`src/rtl/assert_macros.svh`:
```
// ---------------------------------------------------------------------------
// Assertion macros used by led_strip_effect_generator_top.
// ---------------------------------------------------------------------------
`ifndef ASSERT_MACROS_SVH
`define ASSERT_MACROS_SVH

// The consequent must hold in the same cycle as the antecedent.
`define ASSERT_SAME(label, clk, rst_n, ante, cons, msg) \
    label: assert property (@(posedge clk) disable iff (!rst_n) (ante) |-> (cons)) \
        else $error(msg);

// The consequent must hold in the cycle after the antecedent.
`define ASSERT_NEXT(label, clk, rst_n, ante, cons, msg) \
    label: assert property (@(posedge clk) disable iff (!rst_n) (ante) |=> (cons)) \
        else $error(msg);

`endif

```
`src/rtl/led_fx_pkg.sv`:
```
// ---------------------------------------------------------------------------
// led_fx_pkg
// Types and constants of the LED strip effect generator.
// ---------------------------------------------------------------------------
package led_fx_pkg;

    localparam int MAX_LEDS = 64;
    localparam int IDX_W    = $clog2(MAX_LEDS);
    localparam int CNT_W    = IDX_W + 1;

    // Effect modes; codes five to seven behave as off.
    localparam logic [2:0] MODE_OFF     = 3'd0;
    localparam logic [2:0] MODE_SOLID   = 3'd1;
    localparam logic [2:0] MODE_FLOW    = 3'd2;
    localparam logic [2:0] MODE_BLINK   = 3'd3;
    localparam logic [2:0] MODE_BREATHE = 3'd4;

    // Register indexes of the configuration port.
    localparam logic [2:0] REG_MODE      = 3'd0;
    localparam logic [2:0] REG_RED       = 3'd1;
    localparam logic [2:0] REG_GREEN     = 3'd2;
    localparam logic [2:0] REG_BLUE      = 3'd3;
    localparam logic [2:0] REG_FLOW_LEN  = 3'd4;
    localparam logic [2:0] REG_STEP      = 3'd5;
    localparam logic [2:0] REG_LED_COUNT = 3'd6;

    localparam logic [7:0]       STEP_RESET  = 8'd26;
    localparam logic [CNT_W-1:0] COUNT_RESET = CNT_W'(MAX_LEDS);

    typedef enum logic [2:0] {
        ST_IDLE,
        ST_WRAP,
        ST_BR_R,
        ST_BR_G,
        ST_BR_B,
        ST_EMIT
    } state_t;

endpackage

```
`src/rtl/led_strip_effect_generator_top.sv`:
```
// After a tick request the sequencer brings the flow position below the LED count (up to 63
// subtractions, one per cycle), in breathing mode steps the shared multiplier through the three
// channels (one channel per cycle), then gives one result per cycle for each LED in use while
// the output does not stall. In breathing mode the flow position is always 0. Reset clears the
// sequencer, the output valid flag, the flow position and the first LED colour, and loads the
// register reset values.
// ---------------------------------------------------------------------------
// led_strip_effect_generator_top
// Computes one animation frame per tick and streams each LED's colour in GRB order.
// ---------------------------------------------------------------------------
`include "assert_macros.svh"

module led_strip_effect_generator_top (
    input  logic        clk,
    input  logic        rst_n,
    input  logic        cfg_we,
    input  logic [2:0]  cfg_index,
    input  logic [7:0]  cfg_data,
    input  logic        s_axis_tvalid,
    output logic        s_axis_tready,
    input  logic [7:0]  s_axis_tdata,   // [0] tick, [7:1] zero
    output logic        m_axis_tvalid,
    input  logic        m_axis_tready,
    output logic [31:0] m_axis_tdata,   // [5:0] led_index, [13:6] green, [21:14] red,
                                        // [29:22] blue, [31:30] zero
    output logic        m_axis_tlast
);

    localparam int IDX_W = led_fx_pkg::IDX_W;
    localparam int CNT_W = led_fx_pkg::CNT_W;

    // Configuration registers
    logic [2:0]       mode_reg;
    logic [7:0]       red_reg;
    logic [7:0]       green_reg;
    logic [7:0]       blue_reg;
    logic [CNT_W-1:0] flow_len_reg;
    logic [7:0]       step_reg;
    logic [CNT_W-1:0] led_count_reg;

    // Animation state
    logic [IDX_W-1:0] flow_pos_reg,  flow_pos_next;
    logic [7:0]       first_r_reg,   first_r_next;
    logic [7:0]       first_g_reg,   first_g_next;
    logic [7:0]       first_b_reg,   first_b_next;

    // Sequencer and frame working registers
    led_fx_pkg::state_t state_reg, state_next;
    logic [CNT_W-1:0] pos_reg,  pos_next;
    logic [IDX_W-1:0] idx_reg,  idx_next;
    logic [IDX_W-1:0] off_reg,  off_next;
    logic [7:0]       r_reg,    r_next;
    logic [7:0]       g_reg,    g_next;
    logic [7:0]       b_reg,    b_next;

    // Output register
    logic             out_valid_reg, out_valid_next;
    logic [IDX_W-1:0] out_idx_reg,   out_idx_next;
    logic [7:0]       out_g_reg,     out_g_next;
    logic [7:0]       out_r_reg,     out_r_next;
    logic [7:0]       out_b_reg,     out_b_next;
    logic             out_last_reg,  out_last_next;

    logic [CNT_W-1:0] n_w;
    logic [CNT_W-1:0] len_w;
    logic             tick_req;
    logic             load_out;
    logic             last_led;
    logic             lit;
    logic [7:0]       led_r, led_g, led_b;

    // Shared breathing unit
    logic [7:0]  br_target;
    logic [7:0]  br_last;
    logic [15:0] br_prod;
    logic [8:0]  br_sum;
    logic [7:0]  br_result;

    // Effective LED count and window length
    always_comb
    begin
        if (led_count_reg == '0)
        begin
            n_w = CNT_W'(1);
        end
        else if (led_count_reg > led_fx_pkg::COUNT_RESET)
        begin
            n_w = led_fx_pkg::COUNT_RESET;
        end
        else
        begin
            n_w = led_count_reg;
        end
        len_w = (flow_len_reg > n_w) ? n_w : flow_len_reg;
    end

    assign tick_req = s_axis_tvalid && s_axis_tready && s_axis_tdata[0];
    assign load_out = (state_reg == led_fx_pkg::ST_EMIT) && (!out_valid_reg || m_axis_tready);
    assign last_led = (({1'b0, idx_reg} + CNT_W'(1)) == n_w);
    assign lit      = ({1'b0, off_reg} < len_w);

    // One multiplier serves the three channels in turn.
    always_comb
    begin
        unique case (state_reg)
            led_fx_pkg::ST_BR_G:
            begin
                br_target = green_reg;
                br_last   = first_g_reg;
            end
            led_fx_pkg::ST_BR_B:
            begin
                br_target = blue_reg;
                br_last   = first_b_reg;
            end
            default:
            begin
                br_target = red_reg;
                br_last   = first_r_reg;
            end
        endcase
        br_prod   = br_target * step_reg;
        br_sum    = {1'b0, br_last} + {1'b0, br_prod[15:8]};
        br_result = (br_sum > {1'b0, br_target}) ? br_target : br_sum[7:0];
    end

    always_comb
    begin
        if (mode_reg == led_fx_pkg::MODE_FLOW)
        begin
            led_r = lit ? red_reg   : 8'd0;
            led_g = lit ? green_reg : 8'd0;
            led_b = lit ? blue_reg  : 8'd0;
        end
        else
        begin
            led_r = r_reg;
            led_g = g_reg;
            led_b = b_reg;
        end
    end

    // Next state
    always_comb
    begin
        state_next = state_reg;
        unique case (state_reg)
            led_fx_pkg::ST_IDLE:
            begin
                if (tick_req)
                begin
                    state_next = led_fx_pkg::ST_WRAP;
                end
            end
            led_fx_pkg::ST_WRAP:
            begin
                if (pos_reg < n_w)
                begin
                    state_next = (mode_reg == led_fx_pkg::MODE_BREATHE) ?
                                 led_fx_pkg::ST_BR_R : led_fx_pkg::ST_EMIT;
                end
            end
            led_fx_pkg::ST_BR_R: state_next = led_fx_pkg::ST_BR_G;
            led_fx_pkg::ST_BR_G: state_next = led_fx_pkg::ST_BR_B;
            led_fx_pkg::ST_BR_B: state_next = led_fx_pkg::ST_EMIT;
            led_fx_pkg::ST_EMIT:
            begin
                if (load_out && last_led)
                begin
                    state_next = led_fx_pkg::ST_IDLE;
                end
            end
            default: state_next = led_fx_pkg::ST_IDLE;
        endcase
    end

    // Datapath and outputs
    always_comb
    begin
        pos_next       = pos_reg;
        idx_next       = idx_reg;
        off_next       = off_reg;
        r_next         = r_reg;
        g_next         = g_reg;
        b_next         = b_reg;
        flow_pos_next  = flow_pos_reg;
        first_r_next   = first_r_reg;
        first_g_next   = first_g_reg;
        first_b_next   = first_b_reg;
        out_valid_next = out_valid_reg && !m_axis_tready;
        out_idx_next   = out_idx_reg;
        out_g_next     = out_g_reg;
        out_r_next     = out_r_reg;
        out_b_next     = out_b_reg;
        out_last_next  = out_last_reg;

        unique case (state_reg)
            led_fx_pkg::ST_IDLE:
            begin
                if (tick_req)
                begin
                    pos_next = {1'b0, flow_pos_reg};
                    r_next   = 8'd0;
                    g_next   = 8'd0;
                    b_next   = 8'd0;
                    // Blinking lights the strip only if the first LED was fully dark.
                    if ((mode_reg == led_fx_pkg::MODE_SOLID) ||
                        ((mode_reg == led_fx_pkg::MODE_BLINK) && (first_r_reg == 8'd0) &&
                         (first_g_reg == 8'd0) && (first_b_reg == 8'd0)))
                    begin
                        r_next = red_reg;
                        g_next = green_reg;
                        b_next = blue_reg;
                    end
                end
            end
            led_fx_pkg::ST_WRAP:
            begin
                if (pos_reg >= n_w)
                begin
                    pos_next = pos_reg - n_w;
                end
                else
                begin
                    idx_next = '0;
                    // Distance of LED 0 from the start of the lit window.
                    off_next = (pos_reg == '0) ? '0 : IDX_W'(n_w - pos_reg);
                end
            end
            led_fx_pkg::ST_BR_R: r_next = br_result;
            led_fx_pkg::ST_BR_G: g_next = br_result;
            led_fx_pkg::ST_BR_B: b_next = br_result;
            led_fx_pkg::ST_EMIT:
            begin
                if (load_out)
                begin
                    out_valid_next = 1'b1;
                    out_idx_next   = idx_reg;
                    out_r_next     = led_r;
                    out_g_next     = led_g;
                    out_b_next     = led_b;
                    out_last_next  = last_led;
                    if (idx_reg == '0)
                    begin
                        first_r_next = led_r;
                        first_g_next = led_g;
                        first_b_next = led_b;
                    end
                    if (last_led)
                    begin
                        if (mode_reg == led_fx_pkg::MODE_FLOW)
                        begin
                            flow_pos_next = ((pos_reg + CNT_W'(1)) == n_w) ?
                                            '0 : IDX_W'(pos_reg + CNT_W'(1));
                        end
                    end
                    else
                    begin
                        idx_next = idx_reg + IDX_W'(1);
                        off_next = (({1'b0, off_reg} + CNT_W'(1)) == n_w) ?
                                   '0 : off_reg + IDX_W'(1);
                    end
                end
            end
            default:
            begin
                out_valid_next = out_valid_reg && !m_axis_tready;
            end
        endcase

        // Writing the mode restarts the flowing window.
        if (cfg_we && (cfg_index == led_fx_pkg::REG_MODE))
        begin
            flow_pos_next = '0;
        end
    end

    always_ff @(posedge clk or negedge rst_n)
    begin
        if (!rst_n)
        begin
            mode_reg      <= led_fx_pkg::MODE_OFF;
            red_reg       <= 8'd0;
            green_reg     <= 8'd0;
            blue_reg      <= 8'd0;
            flow_len_reg  <= '0;
            step_reg      <= led_fx_pkg::STEP_RESET;
            led_count_reg <= led_fx_pkg::COUNT_RESET;
        end
        else if (cfg_we)
        begin
            unique case (cfg_index)
                led_fx_pkg::REG_MODE:      mode_reg      <= cfg_data[2:0];
                led_fx_pkg::REG_RED:       red_reg       <= cfg_data;
                led_fx_pkg::REG_GREEN:     green_reg     <= cfg_data;
                led_fx_pkg::REG_BLUE:      blue_reg      <= cfg_data;
                led_fx_pkg::REG_FLOW_LEN:  flow_len_reg  <= cfg_data[CNT_W-1:0];
                led_fx_pkg::REG_STEP:      step_reg      <= cfg_data;
                led_fx_pkg::REG_LED_COUNT: led_count_reg <= cfg_data[CNT_W-1:0];
                default:
                begin
                    mode_reg <= mode_reg;
                end
            endcase
        end
    end

    always_ff @(posedge clk or negedge rst_n)
    begin
        if (!rst_n)
        begin
            state_reg     <= led_fx_pkg::ST_IDLE;
            out_valid_reg <= 1'b0;
            flow_pos_reg  <= '0;
            first_r_reg   <= 8'd0;
            first_g_reg   <= 8'd0;
            first_b_reg   <= 8'd0;
        end
        else
        begin
            state_reg     <= state_next;
            out_valid_reg <= out_valid_next;
            flow_pos_reg  <= flow_pos_next;
            first_r_reg   <= first_r_next;
            first_g_reg   <= first_g_next;
            first_b_reg   <= first_b_next;
        end
    end

    always_ff @(posedge clk)
    begin
        pos_reg      <= pos_next;
        idx_reg      <= idx_next;
        off_reg      <= off_next;
        r_reg        <= r_next;
        g_reg        <= g_next;
        b_reg        <= b_next;
        out_idx_reg  <= out_idx_next;
        out_g_reg    <= out_g_next;
        out_r_reg    <= out_r_next;
        out_b_reg    <= out_b_next;
        out_last_reg <= out_last_next;
    end

    assign s_axis_tready = (state_reg == led_fx_pkg::ST_IDLE);
    assign m_axis_tvalid = out_valid_reg;
    assign m_axis_tlast  = out_last_reg;
    assign m_axis_tdata  = {2'b00, out_b_reg, out_r_reg, out_g_reg, out_idx_reg};

    `ASSERT_SAME(a_last_matches_count, clk, rst_n, m_axis_tvalid && m_axis_tlast,
        ({1'b0, out_idx_reg} + CNT_W'(1)) == n_w, "frame end not on the last LED")
    `ASSERT_SAME(a_emit_index_range, clk, rst_n, state_reg == led_fx_pkg::ST_EMIT,
        ({1'b0, idx_reg} < n_w) && ({1'b0, off_reg} < n_w), "LED index or offset out of range")
    `ASSERT_NEXT(a_frame_closes, clk, rst_n, load_out && last_led,
        state_reg == led_fx_pkg::ST_IDLE && m_axis_tvalid, "frame did not close after last LED")

endmodule
```
`config.mk`:
```
export PLATFORM = sky130hd
export DESIGN_NAME = led_strip_effect_generator_top
export DESIGN_NICKNAME = d
export VERILOG_FILES = /design/src/rtl/led_fx_pkg.sv /design/src/rtl/led_strip_effect_generator_top.sv
export VERILOG_INCLUDE_DIRS = /design/src /design/src/rtl
export SDC_FILE = /design/constraint.sdc
export NUM_CORES = 1
export LEC_CHECK = 0
export BUFFER_PORTS_ARGS = -buffer_cell sky130_fd_sc_hd__buf_2
export CAP_MARGIN = 20
export CORE_ASPECT_RATIO = 1.5
export CORE_MARGIN = 10
export CORE_UTILIZATION = 40
export DETAILED_ROUTE_END_ITERATION = 6
export GPL_ROUTABILITY_DRIVEN = 0
export SYNTH_ARGS = -nofsm -noshare
export SYNTH_HDL_FRONTEND = slang
export SYNTH_SLANG_ARGS = --single-unit
```
`constraint.sdc`:
```
create_clock -name clk -period 14.1 [get_ports clk]
set_input_delay 2.82 -clock clk [delete_from_list [all_inputs] [get_ports clk]]
set_output_delay 2.82 -clock clk [all_outputs]
set_load 0.05 [all_outputs]
```
**Word-level counts from Yosys, hierarchy flattened**

Cells that the tools add are included.

- Flip-flop bits (word level): 157
- Input bits: 24

- Add/sub/neg operators: 8
- $mul: 1
- Order comparisons: 6
- Equality and inequality tests: 25
- Multiplexer cells: 47
- Reductions and logical operators: 46

Operators by type and width:

| kind | number |
|---|---|
| 8-bit 2-to-1 mux | 13 |
| 6-bit 2-to-1 mux | 14 |
| 8-bit one-hot mux with 2 select lines | 5 |
| 7-bit 2-to-1 mux | 5 |
| 8-bit logical NOT | 3 |
| 6-bit one-hot mux with 2 select lines | 2 |
| 2-bit AND reduction | 11 |
| 7-bit == test | 3 |
| 3-bit by 2-bit == test with 1-bit output, second input constant | 6 |
| 3-bit == test, second input constant | 6 |
| 3-bit one-hot mux with 6 select lines | 1 |
| 2-bit nonzero test | 9 |
| 8-bit by 8-bit multiplier with 16-bit output | 1 |
| 6-bit by 1-bit adder with 7-bit output, second input constant | 2 |
| 7-bit logical NOT | 2 |
| 7-bit one-hot mux with 2 select lines | 1 |
| 6-bit by 1-bit adder with 6-bit output, second input constant | 2 |
| 3-bit 2-to-1 mux | 4 |
| 2-bit inequality test, second input constant | 5 |
| 8-bit by 8-bit adder with 9-bit output | 1 |
| 3-bit by 1-bit == test with 1-bit output, second input constant | 3 |
| 9-bit by 8-bit > comparator with 1-bit output | 1 |
| 1-bit logical AND | 9 |
| 3-bit AND reduction | 3 |
| 15 further kinds | 21 |

**Logic depth before layout (Yosys ltp)**

- Depth after elaboration: 10
- Gate-level depth with buffers: 39
- Gate-level depth less buffers: 35

**Least setup slack after synthesis**

Ideal clock, no wire load.

- Path kind: flip-flop to flip-flop
- Start: register state_reg[0]
- End: register g_reg[0] (data pin)
- Library setup time: 0.261 ns
- Data arrival time: 7.545 ns
- Required time: 13.839 ns
- Path slack: 6.294 ns
- Stages on the path, launching flop included: 39
- Cell sequence: dfrtp_1 > nor2b_1 > buf_2 > and2_1 > buf_2 > nor2_4 > buf_6 > a21oi_4 > nor2b_1 > fa_1 > fa_1 > fa_1 > inv_1 > fa_1 > inv_1 > ha_1 > o21ai_1 > a2111oi_0 > [3 not listed] > a21oi_1 > xnor2_1 > ha_1 > inv_1 > nor2_1 > o31ai_1 > nand2b_1 > xnor2_1 > inv_1 > ha_1 > o21ai_1 > nand2b_1 > a21oi_1 > o31ai_1 > buf_2 > buf_1 > nor4_1 > a221o_1

- Longest elaborated chain between the ends: 7
- Elaborated cells between the ends (all ways): 10
- Classes of those cells: add/sub (1); mul (1); order compare (1); eq/ne (2); mux (4); reduce/logical (1)

RTL lines:

| item | RTL line | RTL |
|---|---|---|
| start, declared | led_strip_effect_generator_top.sv:48 | `led_fx_pkg::state_t state_reg, state_next;` |
| start signal, assigned | led_strip_effect_generator_top.sv:312 | `state_reg <= led_fx_pkg::ST_IDLE;` |
| start signal, assigned | led_strip_effect_generator_top.sv:321 | `state_reg <= state_next;` |
| 3-bit == test or 3-bit by 2-bit == test with 1-bit output (tied branches) | led_strip_effect_generator_top.sv:105, led_strip_effect_generator_top.sv:197 |  |
| 8-bit one-hot mux with 2 select lines | led_strip_effect_generator_top.sv:105 | `unique case (state_reg)` |
| 8-bit by 8-bit multiplier with 16-bit output | led_strip_effect_generator_top.sv:122 | `br_prod = br_target * step_reg;` |
| 8-bit by 8-bit adder with 9-bit output | led_strip_effect_generator_top.sv:123 | `br_sum = {1'b0, br_last} + {1'b0, br_prod[15:8]};` |
| 9-bit by 8-bit > comparator with 1-bit output | led_strip_effect_generator_top.sv:124 | `br_result = (br_sum > {1'b0, br_target}) ? br_target : br_sum[7:0];` |
| 8-bit 2-to-1 mux | led_strip_effect_generator_top.sv:124 |  |
| 8-bit one-hot mux with 2 select lines (*) | led_strip_effect_generator_top.sv:197 | `unique case (state_reg)` |
| via g_next[0] | led_strip_effect_generator_top.sv:53 | `logic [7:0] g_reg, g_next;` |
| end signal, assigned | led_strip_effect_generator_top.sv:336 | `g_reg <= g_next;` |
| end, declared | led_strip_effect_generator_top.sv:53 |  |

Mark *: on every way through the listed nets, which the timed path passes. The rest lies on a longest branch.
A chain may end at the register's enable or synchronous reset.

**Worst setup path in the final report**

- Start: register state_reg[2]
- End: register r_reg[0] (data pin)

- Longest elaborated chain between the ends: 7
- Elaborated cells between the ends (all ways): 11
- Classes of those cells: add/sub (1); mul (1); order compare (1); eq/ne (3); mux (4); reduce/logical (1)

RTL lines:

| item | RTL line | RTL |
|---|---|---|
| 3-bit == test or 3-bit by 2-bit == test with 1-bit output (tied branches) | led_strip_effect_generator_top.sv:105 |  |
| 8-bit one-hot mux with 2 select lines | led_strip_effect_generator_top.sv:105 |  |
| 8-bit by 8-bit multiplier with 16-bit output | led_strip_effect_generator_top.sv:122 |  |
| 8-bit by 8-bit adder with 9-bit output | led_strip_effect_generator_top.sv:123 |  |
| 9-bit by 8-bit > comparator with 1-bit output | led_strip_effect_generator_top.sv:124 |  |
| 8-bit 2-to-1 mux | led_strip_effect_generator_top.sv:124 |  |
| 8-bit one-hot mux with 2 select lines (*) | led_strip_effect_generator_top.sv:197 |  |
| via r_next[0] | led_strip_effect_generator_top.sv:52 | `logic [7:0] r_reg, r_next;` |
| end signal, assigned | led_strip_effect_generator_top.sv:335 | `r_reg <= r_next;` |
| end, declared | led_strip_effect_generator_top.sv:52 |  |

Marked as above.

==> summary.txt <==
Status
  • Status: finished, final reports clean

Worst setup path
  • CP peak stage delay: 0.71 ns
  • CP max stage cell: and2_1
  • Arr. time, crit path: 10.74 ns
  • Crit Path Class: reg -> reg
  • CP Launch Type: flop
  • CP max FO: 23
  • Crit end category: flop
  • Worst EP required: 14.26 ns

Logic synthesis
  • Cell taking the most area after synthesis: edfxtp_1
  • Synth Register Bits: 157
  • Syn Std Cell Area: 11490 um2
  • Synth area leaders: edfxtp_1, dfrtp_1, ha_1, fa_1, mux2_2
  • Synth unique cells: 81
  • Post-synth EDFFs: 74
  • Mean Syn Cell Area: 10.34 um2
  • Synth async-reset ratio: 0.5287
  • Synthesis warning total: 0
  • Sequential area share after synthesis: 0.3747
  • Top cell type's share of synthesized area: 0.1935
  • Ys flop type: dfrtp_1
  • Synth Instances: 1111

Timing
  • Max Slew Vio Count: 0
  • Crit path time final: 10.58 ns
  • Worst slew pin tran: 1.070 ns
  • Clock Skews: 0.01256 ns
  • Tcrit/Tclk final: 0.7507
  • Final worst slack: 3.515 ns
  • Endpoints failing hold: 0
  • Max_slew headroom: 0.2812
  • Max Fclk: 94.48 MHz
  • TNS Setup: 0 ns
  • Final setup fails: 0
  • RSZ-0062 raised after global routing: no

Clock network
  • CTS sink cnt: 157
  • Root Buffer Master: clkbuf_16
  • TritonCTS buffer count: 17
  • Cells resized by post-CTS repair: 0
  • Clock buffer depth: 2
  • Post-CTS Setup Bufs: 0
  • Clock latency on the worst-skew pair: 0.44 ns
  • CTS Hold Buffers Added: 0
  • H-tree depth: 4
  • Clock Pin Slew Worst Setup and Hold Paths: 0.06 ns
  • CTS tree: done

Drt
  • First-iteration detailed-routing DRC count: 872
  • TritonRoute pass-1 iters: 7
  • Drt drc: 0
  • WL final: 31.91 mm
  • Wire per inst: 21.24 um
  • Final ANT Viol Nets: 0
  • Via count: 8796
  • Vias per Instance: 5.856

Floorplan
  • Die Y: 227.5 um
  • Initial core utilization: 0.4080
  • IO Pins: 59
  • Die width: 158.4 um
  • Die ar.: 36030 um2
  • Core Rows: 75
  • Core box area: 28150 um2

GRT
  • Initial antenna violation count: 2
  • GRT Total Usage: 0.1818
  • Number of global-route vias before repair: 8964
  • First-pass GRT wire length: 50.63 mm
  • GR Overflow Total: 0
  • Largest net degree at the start of global routing: 61

Job
  • Max cap viols: 0

Place
  • Post-DP HPWL: 24.02 mm
  • Pre-CTS WS: 3.544 ns
  • Input/output buffers: 49

Final layout
  • Layout Nets: 1282
  • Highest-count cells in the layout ignoring fill and taps: nand2_1, inv_1, nor2_1, dfrtp_1, ha_1
  • Commonest non-fill, non-tap cell in the layout: nand2_1
  • Final core occ: 0.4460
  • Layout overhead on the synthesized area: 9.324%
  • FILL cells: 2673
  • Share of cells above drive strength 1: 0.1602

Min path
  • Hold Crit Class: reg -> reg
cell type report:
cell class              count  area, um2  share of cell area
multi-input cells         826       6611              0.5265
flip-flops and latches    157       4304              0.3428
clock buffers              28      540.5             0.04305
well taps                 346      432.9             0.03448
repair buffers             56      324.1             0.02581
inverters                  84      315.3             0.02511
clock inverters             4      26.28            0.002092
diodes                      1      2.502           0.0001993
cells in the mapped netlist (20+ instances only):
| cell type | instances |
|---|---|
| inv_1 | 83 |
| a21oi_1 | 27 |
| nand3_1 | 31 |
| mux2_2 | 45 |
| fa_1 | 38 |
| a21oi_2 | 21 |
| xor2_1 | 21 |
| dfrtp_1 | 79 |
| nor2_1 | 80 |
| ha_1 | 78 |
| nor2b_1 | 55 |
| xnor2_1 | 20 |
| edfxtp_1 | 74 |
| and2_1 | 20 |
| a22o_1 | 28 |
| nand2_1 | 84 |
| a211o_1 | 24 |
worst max-delay path, delay by kind of cell, from the launching register on:
family	cells	cell delay (ns)
flops	1	0.64
simple gates	9	2.83
buf+inv	5	0.56
fa+ha+maj	7	2.91
compound gates	11	2.77
xor+xnor	2	0.56
final timing paths:
check,from,end,slack (ns),cells past startpoint
max,state_reg[2],r_reg[0],3.52,34
min,flow_pos_reg[5],flow_pos_reg[5],0.50,2
max reg2reg,state_reg[2],r_reg[0],3.52,34
min reg2reg,flow_pos_reg[5],flow_pos_reg[5],0.50,2
max in group asynchronous,rst_n,first_r_reg[7],10.69,2
min in group asynchronous,rst_n,first_b_reg[4],2.30,1
cell families after synthesis:
kind of cell / after synthesis / share of synthesized area
xor gates and xnor gates: 42 / 0.03322
AOI/OAI and AO/OA: 237 / 0.1674
and+or+nand+nor: 378 / 0.1733
other: 1 / 0.0003265
muxes: 51 / 0.04935
adders and majority gates: 116 / 0.1512
buffers and inverters: 129 / 0.05044
DFF: 157 / 0.3747
per-stage QoR:
step / std cells / hold slack [ns] / instance area [um2]
global placement: 1467 / 0.4866 / 11950
detailed placement: 1469 / 0.4887 / 11990
finish: 1502 / 0.4979 / 12560
CTS: 1501 / 0.5024 / 12550
floorplan: 1112 / 0.4693 / 11490
global route: 1502 / 0.5344 / 12560
routing by layer:
| metal | track usage | wire [um] | up-vias |
|---|---|---|---|
| met5 | 0 | 13 | - |
| met4 | 0.1001 | 1796 | 2 |
| met3 | 0.03325 | 1569 | 88 |
| met2 | 0.3135 | 16320 | 287 |
| met1 | 0.2073 | 12210 | 4358 |
| li1 | - | - | 4061 |
Power is left out: the tool's default activity adds up to more than one toggle a clock period on the data nets, which glitch-free logic cannot reach.
